==> src/igp_pkg.sv <==
// Shared constants, types and helper functions of the image gradient polar block.
package igp_pkg;

  localparam int CFG_BITS       = 13;
  localparam int ROW_BITS       = 12;
  localparam int COORD_BITS     = 12;
  localparam int PIX_FIELD_BITS = 16;
  localparam int MAG_BITS       = 20;
  localparam int ORI_BITS       = 16;
  localparam int ANGLE_BITS     = 16;
  localparam int MAG_FRAC_BITS  = 4;
  localparam int ACC_BITS       = 32;
  localparam int CORDIC_STEPS   = 28;
  localparam int CORDIC_PRE     = 12;
  localparam int DEF_MAX_WIDTH  = 4096;
  localparam int DEF_PIXEL_BITS = 16;
  localparam int MIN_DIM        = 3;

  localparam int APB_DATA_BITS  = 32;
  localparam int APB_ADDR_BITS  = 3;
  localparam int REG_SEL_BIT    = 2;

  localparam logic REG_WIDTH  = 1'b0;
  localparam logic REG_HEIGHT = 1'b1;

  localparam logic [CFG_BITS-1:0] WIDTH_RESET  = 13'd640;
  localparam logic [CFG_BITS-1:0] HEIGHT_RESET = 13'd480;
  localparam logic [CFG_BITS-1:0] HEIGHT_CAP   = 13'd4096;
  localparam logic [MAG_BITS-1:0] MAG_MAX      = 20'hFFFFF;
  localparam logic [ACC_BITS-1:0] ACC_HALF     = 32'h8000_0000;

  typedef struct packed {
    logic [COORD_BITS-1:0] col;
    logic [COORD_BITS-1:0] row;
    logic                  last;
  } igp_pos_t;

  typedef struct packed {
    igp_pos_t pos;
    logic     zero;
  } igp_side_t;

  function automatic int xy_bits(input int pb);
    return pb + 16;
  endfunction

  function automatic int t_bits(input int pb);
    return 2 * pb + 1 + 2 * MAG_FRAC_BITS;
  endfunction

  function automatic int sqrt_steps(input int pb);
    return (t_bits(pb) + 1) / 2;
  endfunction

  // atan(2^-k) in units of 2^-32 turn
  function automatic logic [ACC_BITS-1:0] arc_angle(input int k);
    logic [ACC_BITS-1:0] a;
    case (k)
      0:  a = 32'd536870912;
      1:  a = 32'd316933406;
      2:  a = 32'd167458907;
      3:  a = 32'd85004756;
      4:  a = 32'd42667331;
      5:  a = 32'd21354465;
      6:  a = 32'd10679838;
      7:  a = 32'd5340245;
      8:  a = 32'd2670163;
      9:  a = 32'd1335087;
      10: a = 32'd667544;
      11: a = 32'd333772;
      12: a = 32'd166886;
      13: a = 32'd83443;
      14: a = 32'd41722;
      15: a = 32'd20861;
      16: a = 32'd10430;
      17: a = 32'd5215;
      18: a = 32'd2608;
      19: a = 32'd1304;
      20: a = 32'd652;
      21: a = 32'd326;
      22: a = 32'd163;
      23: a = 32'd81;
      24: a = 32'd41;
      25: a = 32'd20;
      26: a = 32'd10;
      27: a = 32'd5;
      default: a = '0;
    endcase
    return a;
  endfunction

endpackage

==> src/igp_cell.sv <==
// One chain cell: a CORDIC vectoring step and, for STEP below the square-root digit count, a square-root digit step.
module igp_cell
  import igp_pkg::*;
#(
  parameter int PIXEL_BITS = DEF_PIXEL_BITS,
  parameter int STEP       = 0
) (
  input  logic                                     clk,
  input  logic                                     rst_n,
  input  logic                                     en,
  input  logic                                     v_i,
  input  logic signed [xy_bits(PIXEL_BITS)-1:0]    x_i,
  input  logic signed [xy_bits(PIXEL_BITS)-1:0]    y_i,
  input  logic [ACC_BITS-1:0]                      acc_i,
  input  logic [t_bits(PIXEL_BITS)-1:0]            rem_i,
  input  logic [t_bits(PIXEL_BITS)-1:0]            root_i,
  input  igp_side_t                                side_i,
  output logic                                     v_o,
  output logic signed [xy_bits(PIXEL_BITS)-1:0]    x_o,
  output logic signed [xy_bits(PIXEL_BITS)-1:0]    y_o,
  output logic [ACC_BITS-1:0]                      acc_o,
  output logic [t_bits(PIXEL_BITS)-1:0]            rem_o,
  output logic [t_bits(PIXEL_BITS)-1:0]            root_o,
  output igp_side_t                                side_o
);

  localparam int XY = xy_bits(PIXEL_BITS);
  localparam int TB = t_bits(PIXEL_BITS);
  localparam int SQ = sqrt_steps(PIXEL_BITS);
  localparam logic [ACC_BITS-1:0] ARC = arc_angle(STEP);

  logic              y_pos;
  logic signed [XY-1:0] xs, ys, x_nxt, y_nxt;
  logic [ACC_BITS-1:0]  acc_nxt;
  logic [TB-1:0]        rem_nxt, root_nxt;

  logic                 v_r;
  logic signed [XY-1:0] x_r, y_r;
  logic [ACC_BITS-1:0]  acc_r;
  logic [TB-1:0]        rem_r, root_r;
  igp_side_t            side_r;

  assign y_pos   = (y_i > 0);
  assign xs      = x_i >>> STEP;
  assign ys      = y_i >>> STEP;
  assign x_nxt   = y_pos ? x_i + ys : x_i - ys;
  assign y_nxt   = y_pos ? y_i - xs : y_i + xs;
  assign acc_nxt = y_pos ? acc_i + ARC : acc_i - ARC;

  generate
    if (STEP < SQ) begin : g_root
      localparam int SH = 2 * (SQ - 1 - STEP);
      localparam logic [TB:0] BIT = {{TB{1'b0}}, 1'b1} << SH;
      logic [TB:0] trial;
      logic        fits;
      assign trial    = {1'b0, root_i} + BIT;
      assign fits     = ({1'b0, rem_i} >= trial);
      assign rem_nxt  = fits ? rem_i - trial[TB-1:0] : rem_i;
      assign root_nxt = fits ? (root_i >> 1) + BIT[TB-1:0] : (root_i >> 1);
    end else begin : g_pass
      assign rem_nxt  = rem_i;
      assign root_nxt = root_i;
    end
  endgenerate

  always_ff @(posedge clk) begin
    if (!rst_n) begin
      v_r <= 1'b0;
    end else if (en) begin
      v_r <= v_i;
    end
  end

  always_ff @(posedge clk) begin
    if (en) begin
      x_r    <= x_nxt;
      y_r    <= y_nxt;
      acc_r  <= acc_nxt;
      rem_r  <= rem_nxt;
      root_r <= root_nxt;
      side_r <= side_i;
    end
  end

  assign v_o    = v_r;
  assign x_o    = x_r;
  assign y_o    = y_r;
  assign acc_o  = acc_r;
  assign rem_o  = rem_r;
  assign root_o = root_r;
  assign side_o = side_r;

endmodule

==> config.mk <==
export PLATFORM = sky130hd
export DESIGN_NAME = igp_cell
export DESIGN_NICKNAME = d
export VERILOG_FILES = /design/src/igp_pkg.sv /design/src/igp_cell.sv
export SDC_FILE = /design/constraint.sdc
export NUM_CORES = 1
export LEC_CHECK = 0
export BUFFER_PORTS_ARGS = -buffer_cell sky130_fd_sc_hd__buf_2
export CAP_MARGIN = 10
export CELL_PAD_IN_SITES_DETAIL_PLACEMENT = 1
export CELL_PAD_IN_SITES_GLOBAL_PLACEMENT = 2
export CORE_MARGIN = 2
export CORE_UTILIZATION = 32
export DETAILED_ROUTE_END_ITERATION = 8
export GPL_ROUTABILITY_DRIVEN = 1
export PLACE_DENSITY_LB_ADDON = 0.08
export RECOVER_POWER = 50
export SYNTH_ARGS = -nofsm -noshare
export SYNTH_HDL_FRONTEND = slang
export SYNTH_SLANG_ARGS = --single-unit
==> constraint.sdc <==
create_clock -name clk -period 5.35 [get_ports clk]
set_clock_uncertainty 0.05 [all_clocks]
set_input_delay 1.07 -clock clk [delete_from_list [all_inputs] [get_ports clk]]
set_output_delay 1.07 -clock clk [all_outputs]
set_load 0.01 [all_outputs]
==> Word level (Yosys, flattened, before mapping) <==
Index checks and enable logic that the tools add are counted.
{ "totals": {"register_bits": 205, "in_bits": 208, "output_inout_bits": 205, "elab_cells": 26} }
{ "op_classes": {"addsub": 8, "magnitude_cmp": 2, "mux": 5} }
{ "ops": {"columns": ["op", "n"], "rows": [
  ["two-way mux 32 bit", 3],
  ["subtractor 32 bit", 2],
  ["adder 41 x 41 -> 42 bit (second input constant)", 1],
  [">= comparator 41 x 42 -> 1 bit", 1],
  ["adder 40 x 41 -> 41 bit (second input constant)", 1],
  ["two-way mux 41 bit", 1],
  ["subtractor 41 bit", 1],
  ["two-way mux 40 bit", 1],
  ["adder 32 x 30 -> 32 bit (second input constant)", 1],
  ["adder 32 bit", 1],
  ["> comparator 32 x 1 -> 1 bit (second input constant)", 1],
  ["subtractor 32 x 30 -> 32 bit (second input constant)", 1]
]} }

==> Depth between registers and ports, before layout <==
Gate-level depths: netlist of run 1.
{ "logic_depth": {"word_depth": 3, "mapped_depth": 15, "mapped_depth_nobuf": 13} }

==> Least setup slack after synthesis of run 1 <==
OpenSTA, ideal clock, no wires.
{ "synth_path": {"path_type": "input to register", "from": "in rem_i[0]", "to": "reg rem_r[14] (netlist: rem_o[14]) (data pin)", "setup_time_ns": 0.260, "arrival_time_ns": 3.809, "required_time_ns": 5.040, "slack_ns": 1.232, "stages": 13, "path_buffers": 1, "cell_sequence": "inv_1 ha_1 inv_1 fa_1 a21o_1 a221o_1 a21oi_1 o221ai_1 a21bo_2 a31o_2 a41oi_2 buf_2 mux2_2"} }
{ "synth_between": {"elab_chain_len": 2, "elab_cells_between_ends": 3, "classes_between": "1 x add/sub; 1 x order compare; 1 x mux"} }
{ "synth_lines": {"columns": ["element", "line", "rtl"], "rows": [
  ["start: declaration", "igp_cell.sv:15", "input logic [t_bits(PIXEL_BITS)-1:0] rem_i,"],
  ["subtractor 41 bit or >= comparator 41 x 42 -> 1 bit (tied branches)", "igp_cell.sv:58, igp_cell.sv:57", null],
  ["two-way mux 41 bit (*)", "igp_cell.sv:58", "assign rem_nxt = fits ? rem_i - trial[TB-1:0] : rem_i;"],
  ["via rem_nxt[14]", "igp_cell.sv:35", "logic [TB-1:0] rem_nxt, root_nxt;"],
  ["end signal: assignment", "igp_cell.sv:79", "rem_r <= rem_nxt;"],
  ["end: declaration", "igp_cell.sv:40", "logic [TB-1:0] rem_r, root_r;"]
]} }
Mark *: on every way through the listed nets, which the timed path passes. The rest lies on a longest branch.
A chain may end at the register's enable or synchronous reset.

==> Worst setup path in the final report of run 1 <==
{ "layout_path": {"from": "in en", "to": "reg rem_r[36] (netlist: rem_o[36]) (enable)"} }
{ "layout_lines": {"columns": ["element", "line", "rtl"], "rows": [
  ["start: declaration", "igp_cell.sv:10", "input logic en,"]
]} }
No word-level cell between the ends.

==> results.cfg, run 1 <==
[run_status]
status = finished, violations left
failed_checks = max-capacitance violations, max-slew violations

[floorplan]
io_pins = 413
coreArea_um2 = 44200
dieArea_um2 = 46500
dieWidth_um = 216
rows = 77
fp.dieH_um = 216
start_util_pct = 32.4

[power]
ir_drop_mv = 0.201
pwr_density_cell_nw_per_um2 = 291
p_leak_nw = 7.71

[hold_path]
hold_path.class = flop to flop
hp-start = v_o
hold_depth = 2

[grt]
antenna_found_initial = 6
track_usage_pct = 21.3
grt_pass1_vias = 12939
grt_util_met3_pct = 3.58
busiest_layer = met2
grt_max_degree = 88
grt_pass1_wl_um = 77700
use_met2_pct = 36.7
grtUsageMet1_pct = 28.1
grt-ovfl-total = 0

[routing]
drt_first_pass_iters = 5
dr.first_iter.drc_count = 578
vias = 12536
viasPerCell = 5.05
ant_nets = 0
routedWlPerCell_um = 20.5
wl_um = 50900
drc_errors = 0

[logic_synthesis]
synthTopCellsByArea = edfxtp_1 43%, ha_1 12%, a21oi_1 5.1%
postSynthAreaPerCell_um2 = 9.68
synth_cell_types = 74
synth_edf_count = 203
yosysSeqAreaShare_pct = 42.7
synth_common_cells = 203 x edfxtp_1, 146 x a21oi_1, 142 x inv_1
syn_nets = 1828
yosys.area.top_type_share_pct = 42.6
synthMostInstantiatedCell = edfxtp_1
async_reset_ff_share_pct = 0
yosys.area.top_type = edfxtp_1
synthFlopType = edfxtp_1
netlist_area_um2 = 14300
ys_warn_count = 0
ys_ff_latch = 204
netlist_instances = 1480

[worst_setup_path]
critPathTopFamily = buffers and inverters
reg2reg_slack_ps = 4630
r2r-end = v_o
crit_start = en
cpPeakStageDelay_ps = 1680
cp_num_cells = 2
path_buf_inv = 2
cp-start-kind = input pin
end_kind = flop
crit_end = rem_o[36]
r2r-start = v_o
cpMostUsedCell = clkbuf_2
crit_required_ps = 5420
crit_path_max_fanout = 87
cp_slowest_cell = clkbuf_2
worstSetupPathType = input pin to flop
r2r_cells = 2
path_cells = clkbuf_2 > clkbuf_2
crit_arrival_ps = 4520

[cts]
h-tree-depth = 1
cts_resized = 0
postCtsSetupRepairBufs = 0
root_buffer = clkbuf_16
cts_tree = done
clock_sinks = 204
hold_buffers = 0
clk_latency_ps = 530
cts_inserted_buffers = 25
path_clk_slew_ps = 50
clockBufferDepth = 3

[sta]
fmax_mhz = 225
fin_crit_ps = 4450
finalSetupViolCount = 0
worstMarginPinSlew_ps = 2380
slew_viol_final = 209
slew_headroom_pct = -58.6
fin_crit_sh_pct = 83.2
tns_ps = 0
finalHoldViolCount = 0
rsz0062_at_grt = no

[cells_and_area]
area_growth_pct = 23.6
nets = 2220
fin_area_um2 = 17700
drive_gt1_share_pct = 22.6

[place]
io_buffers = 412
dp_hpwl_um = 40800
placed_area_um2 = 17000
gp_congestion = 0.839

[run]
cap_violations = 3
## where the power goes
part           leakage (nW)  internal [W]  switching [W]
Combinational          5.34      0.000558       0.000916
Sequential             1.99       0.00200      0.0000512
Clock                 0.378      0.000951       0.000678
## per-layer routing
metal	routed length (um)	share of wire (%)
met3	2480	4.9
met5	53	0.10
met1	22900	45
met2	24700	49
met4	803	1.6
## sequential cells by signal, indices dropped and copies added (netlist names)
name	cells
rem_o	41
v_o	1
x_o	32
acc_o	32
y_o	31
root_o	41
side_o	26
## kinds of logic after synthesis
logic type               Yosys count  share of synthesized area, %
flip-flops                       204                          42.7
XOR/XNOR                          99                          6.05
adder cells (fa/ha/maj)          140                          12.5
multiplexers                      17                          1.22
AO/OA/AOI/OAI                    460                          20.1
AND/OR/NAND/NOR                  352                          11.9
buffers and inverters            208                          5.59
## through the flow
step	hold WS, ps	setup slack, ps	util (%)	instances	total power, W
3_5_place_dp	498	626	38.5	2437	0.00357
2_1_floorplan	488	1230	-	1480	0.00293
3_3_place_gp	446	695	38.5	2437	0.00356
4_1_cts	500	1200	40.3	2481	0.00525
5_1_grt	504	482	40.0	2481	0.00544
6_report	495	899	40.1	2483	0.00515
## cell usage in the layout, fill, tap and decap left out, drive strengths merged, types with 7 or more instances in the layout
master,count
nor3,19
nor4,15
nand4,17
nand2b,17
o31ai,9
o211ai,13
o22ai,7
a211oi,20
mux2i,13
edfxtp,203
o21bai,20
a21boi,7
o21ai,119
or3,7
and3,12
buf,360
a31oi,19
nor2b,20
a21o,36
ha,135
o21a,12
xor2,31
nand3,7
clkbuf,98
clkinv,11
and2,9
nor2,100
nand2,104
xnor2,68
inv,144
a21oi,146
## worst register-to-register path: stages, from the launching register on
cell and delay, ps:
dfxtp_1 340, mux2i_1 70, nor2b_1 190
## area by class of cell
| class | instances | area (um^2) |
|---|---|---|
| well taps | 592 | 741 |
| repair buffers | 428 | 2110 |
| multi-input cells | 1068 | 7430 |
| diodes | 2 | 5.00 |
| clock buffers | 30 | 644 |
| flip-flops and latches | 204 | 6120 |
| fillers | 5235 | 26500 |
| clock inverters | 14 | 126 |
| inverters | 145 | 544 |
## how the worst min path moves through the flow
| stage | end | slack (ps) |
|---|---|---|
| after floorplan | v_o | 490 |
| after global placement | v_o | 450 |
| after detailed placement | v_o | 500 |
| after CTS | v_o | 500 |
| after global routing | v_o | 500 |
| final | v_o | 490 |
No activity file was read; power rests on OpenSTA's default activity.
==> inputs of run 2 (changes only) <==
- clock period: 5.35 -> 4.4 ns (I/O delays scaled with it)
==> results.cfg, run 2 (same netlist as run 1, synthesis figures left out) <==
[worst_setup_path]
reg2reg_slack_ps = 3700
cp-start-kind = input pin
cpPeakStageDelay_ps = 400
end_kind = flop
r2r_cells = 2
r2r-end = v_o
path_buf_inv = 5
cp_slowest_cell = fa_1
crit_arrival_ps = 4120
crit_start = rem_i[0]
r2r-start = v_o
worstSetupPathType = input pin to flop
crit_required_ps = 4650
critPathTopFamily = compound AO/OA/AOI/OAI gates
cpMostUsedCell = inv_1
path_cells = buf_2 > inv_1 > ha_1 > inv_1 > fa_1 > a21o_1 > a221o_1 > a21oi_1 > o221ai_1 > a21bo_2 > a31o_2 > a41oi_4 > buf_4 > inv_2 > mux2_2
crit_path_max_fanout = 21

[sta]
slew_viol_final = 61
setup_ws_ps = 528
fmax_mhz = 258
finalSetupViolCount = 0
worstMarginPinSlew_ps = 3640
fin_crit_ps = 3870
fin_crit_sh_pct = 88.0
whs_ps = 453
finalHoldViolCount = 0
slew_headroom_pct = -142
rsz0062_at_grt = no

[grt]
grt_pass1_vias = 13313
track_usage_pct = 21.6
grt-ovfl-total = 0
antenna_found_initial = 6
grt_pass1_wl_um = 79400
grt_max_degree = 84

[cts]
h-tree-depth = 1
clk_latency_ps = 550
cts_tree = done
path_clk_slew_ps = 60
cts_resized = 0
root_buffer = clkbuf_16
clockBufferDepth = 3
clock_sinks = 204
postCtsSetupRepairBufs = 0
hold_buffers = 0
cts_inserted_buffers = 26

[routing]
routedWlPerCell_um = 20.3
dr.first_iter.drc_count = 652
wl_met3_um = 2310
maxUsedRoutingLayer = met5
ant_nets = 0
drt_first_pass_iters = 4
drc_errors = 0
vias = 12752
viasPerCell = 5.04
wl_met2_um = 24700
wl_um = 51200
wl_met1_um = 23100

[place]
pre_cts_slack_ps = -21.2
placed_area_um2 = 17400
gp_congestion = 0.861
io_buffers = 412
dp_hpwl_um = 41600

[cells_and_area]
nets = 2265
fin_area_um2 = 18200
layout_common_cells = 372 x buf_2, 203 x edfxtp_1, 146 x a21oi_1
drive_gt1_share_pct = 25.9
layout_commonest_cell = buf_2
area_growth_pct = 27.1

[power]
p_leak_nw = 8.05
ir_drop_mv = 0.269
pwr_density_cell_nw_per_um2 = 358

[floorplan]
dieArea_um2 = 46500
dieWidth_um = 216
start_util_pct = 32.4
io_pins = 413
coreArea_um2 = 44200
rows = 77
fp.dieH_um = 216

[hold_path]
hold_depth = 1
hp-start = side_i[24]
hold_path.class = input pin to flop
hold_end = side_o[24]

[run]
cap_violations = 1

[run_status]
failed_checks = max-capacitance violations, max-slew violations
status = finished, violations left
## run 2: cell types whose count changed in the layout (fill, tap and decap cells not counted)
cell,before,now
buf_12,1,4
clkinv_2,7,5
clkbuf_16,25,27
clkinvlp_4,2,4
bufinv_16,2,3
clkinv_1,4,3
clkbuf_1,71,44
clkinv_4,0,2
diode_2,2,1
buf_2,346,372
clkbuf_2,2,0
buf_4,13,56
## run 2: layout make-up
cell class | count | area, um^2
Fill cell | 5227 | 26000
Multi-Input combinational cell | 1068 | 7430
Sequential cell | 204 | 6120
Timing Repair Buffer | 472 | 2510
Tap cell | 592 | 741
Clock buffer | 31 | 691
Inverter | 145 | 544
Clock inverter | 16 | 175
Antenna cell | 1 | 2.50
## run 2: how the worst max path moves through the flow
| stage | slack [ps] | to | cells past startpoint |
|---|---|---|---|
| after floorplan | 470 | rem_o[14] | 13 |
| after global placement | 50 | rem_o[24] | 15 |
| after detailed placement | -20 | rem_o[24] | 15 |
| after CTS | 570 | rem_o[36] | 14 |
| after global routing | 300 | root_o[37] | 2 |
| final | 530 | rem_o[24] | 15 |
## run 2: through the flow
stage	total power (W)	cells	util, %	setup TNS (ps)
2_1_floorplan	0.00357	1480	-	0
6_report	0.00652	2529	41.2	0
3_5_place_dp	0.00440	2481	39.3	-33.3
5_1_grt	0.00688	2528	41.2	0
3_3_place_gp	0.00439	2481	39.3	0
4_1_cts	0.00663	2528	41.3	0
## run 2: report_power, final
part	total [W]	switching (W)	internal (W)
Clock	0.00217	0.000870	0.00130
Combinational	0.00186	0.00113	0.000736
Sequential	0.00249	0.0000593	0.00243
Total	0.00652	0.00206	0.00446
## run 2: per-layer routing
metal,track usage (%),up-vias
met4,5.01,8
met1,28.6,6217
li1,-,6206
met2,37.2,266
met3,3.35,55
met5,0,-
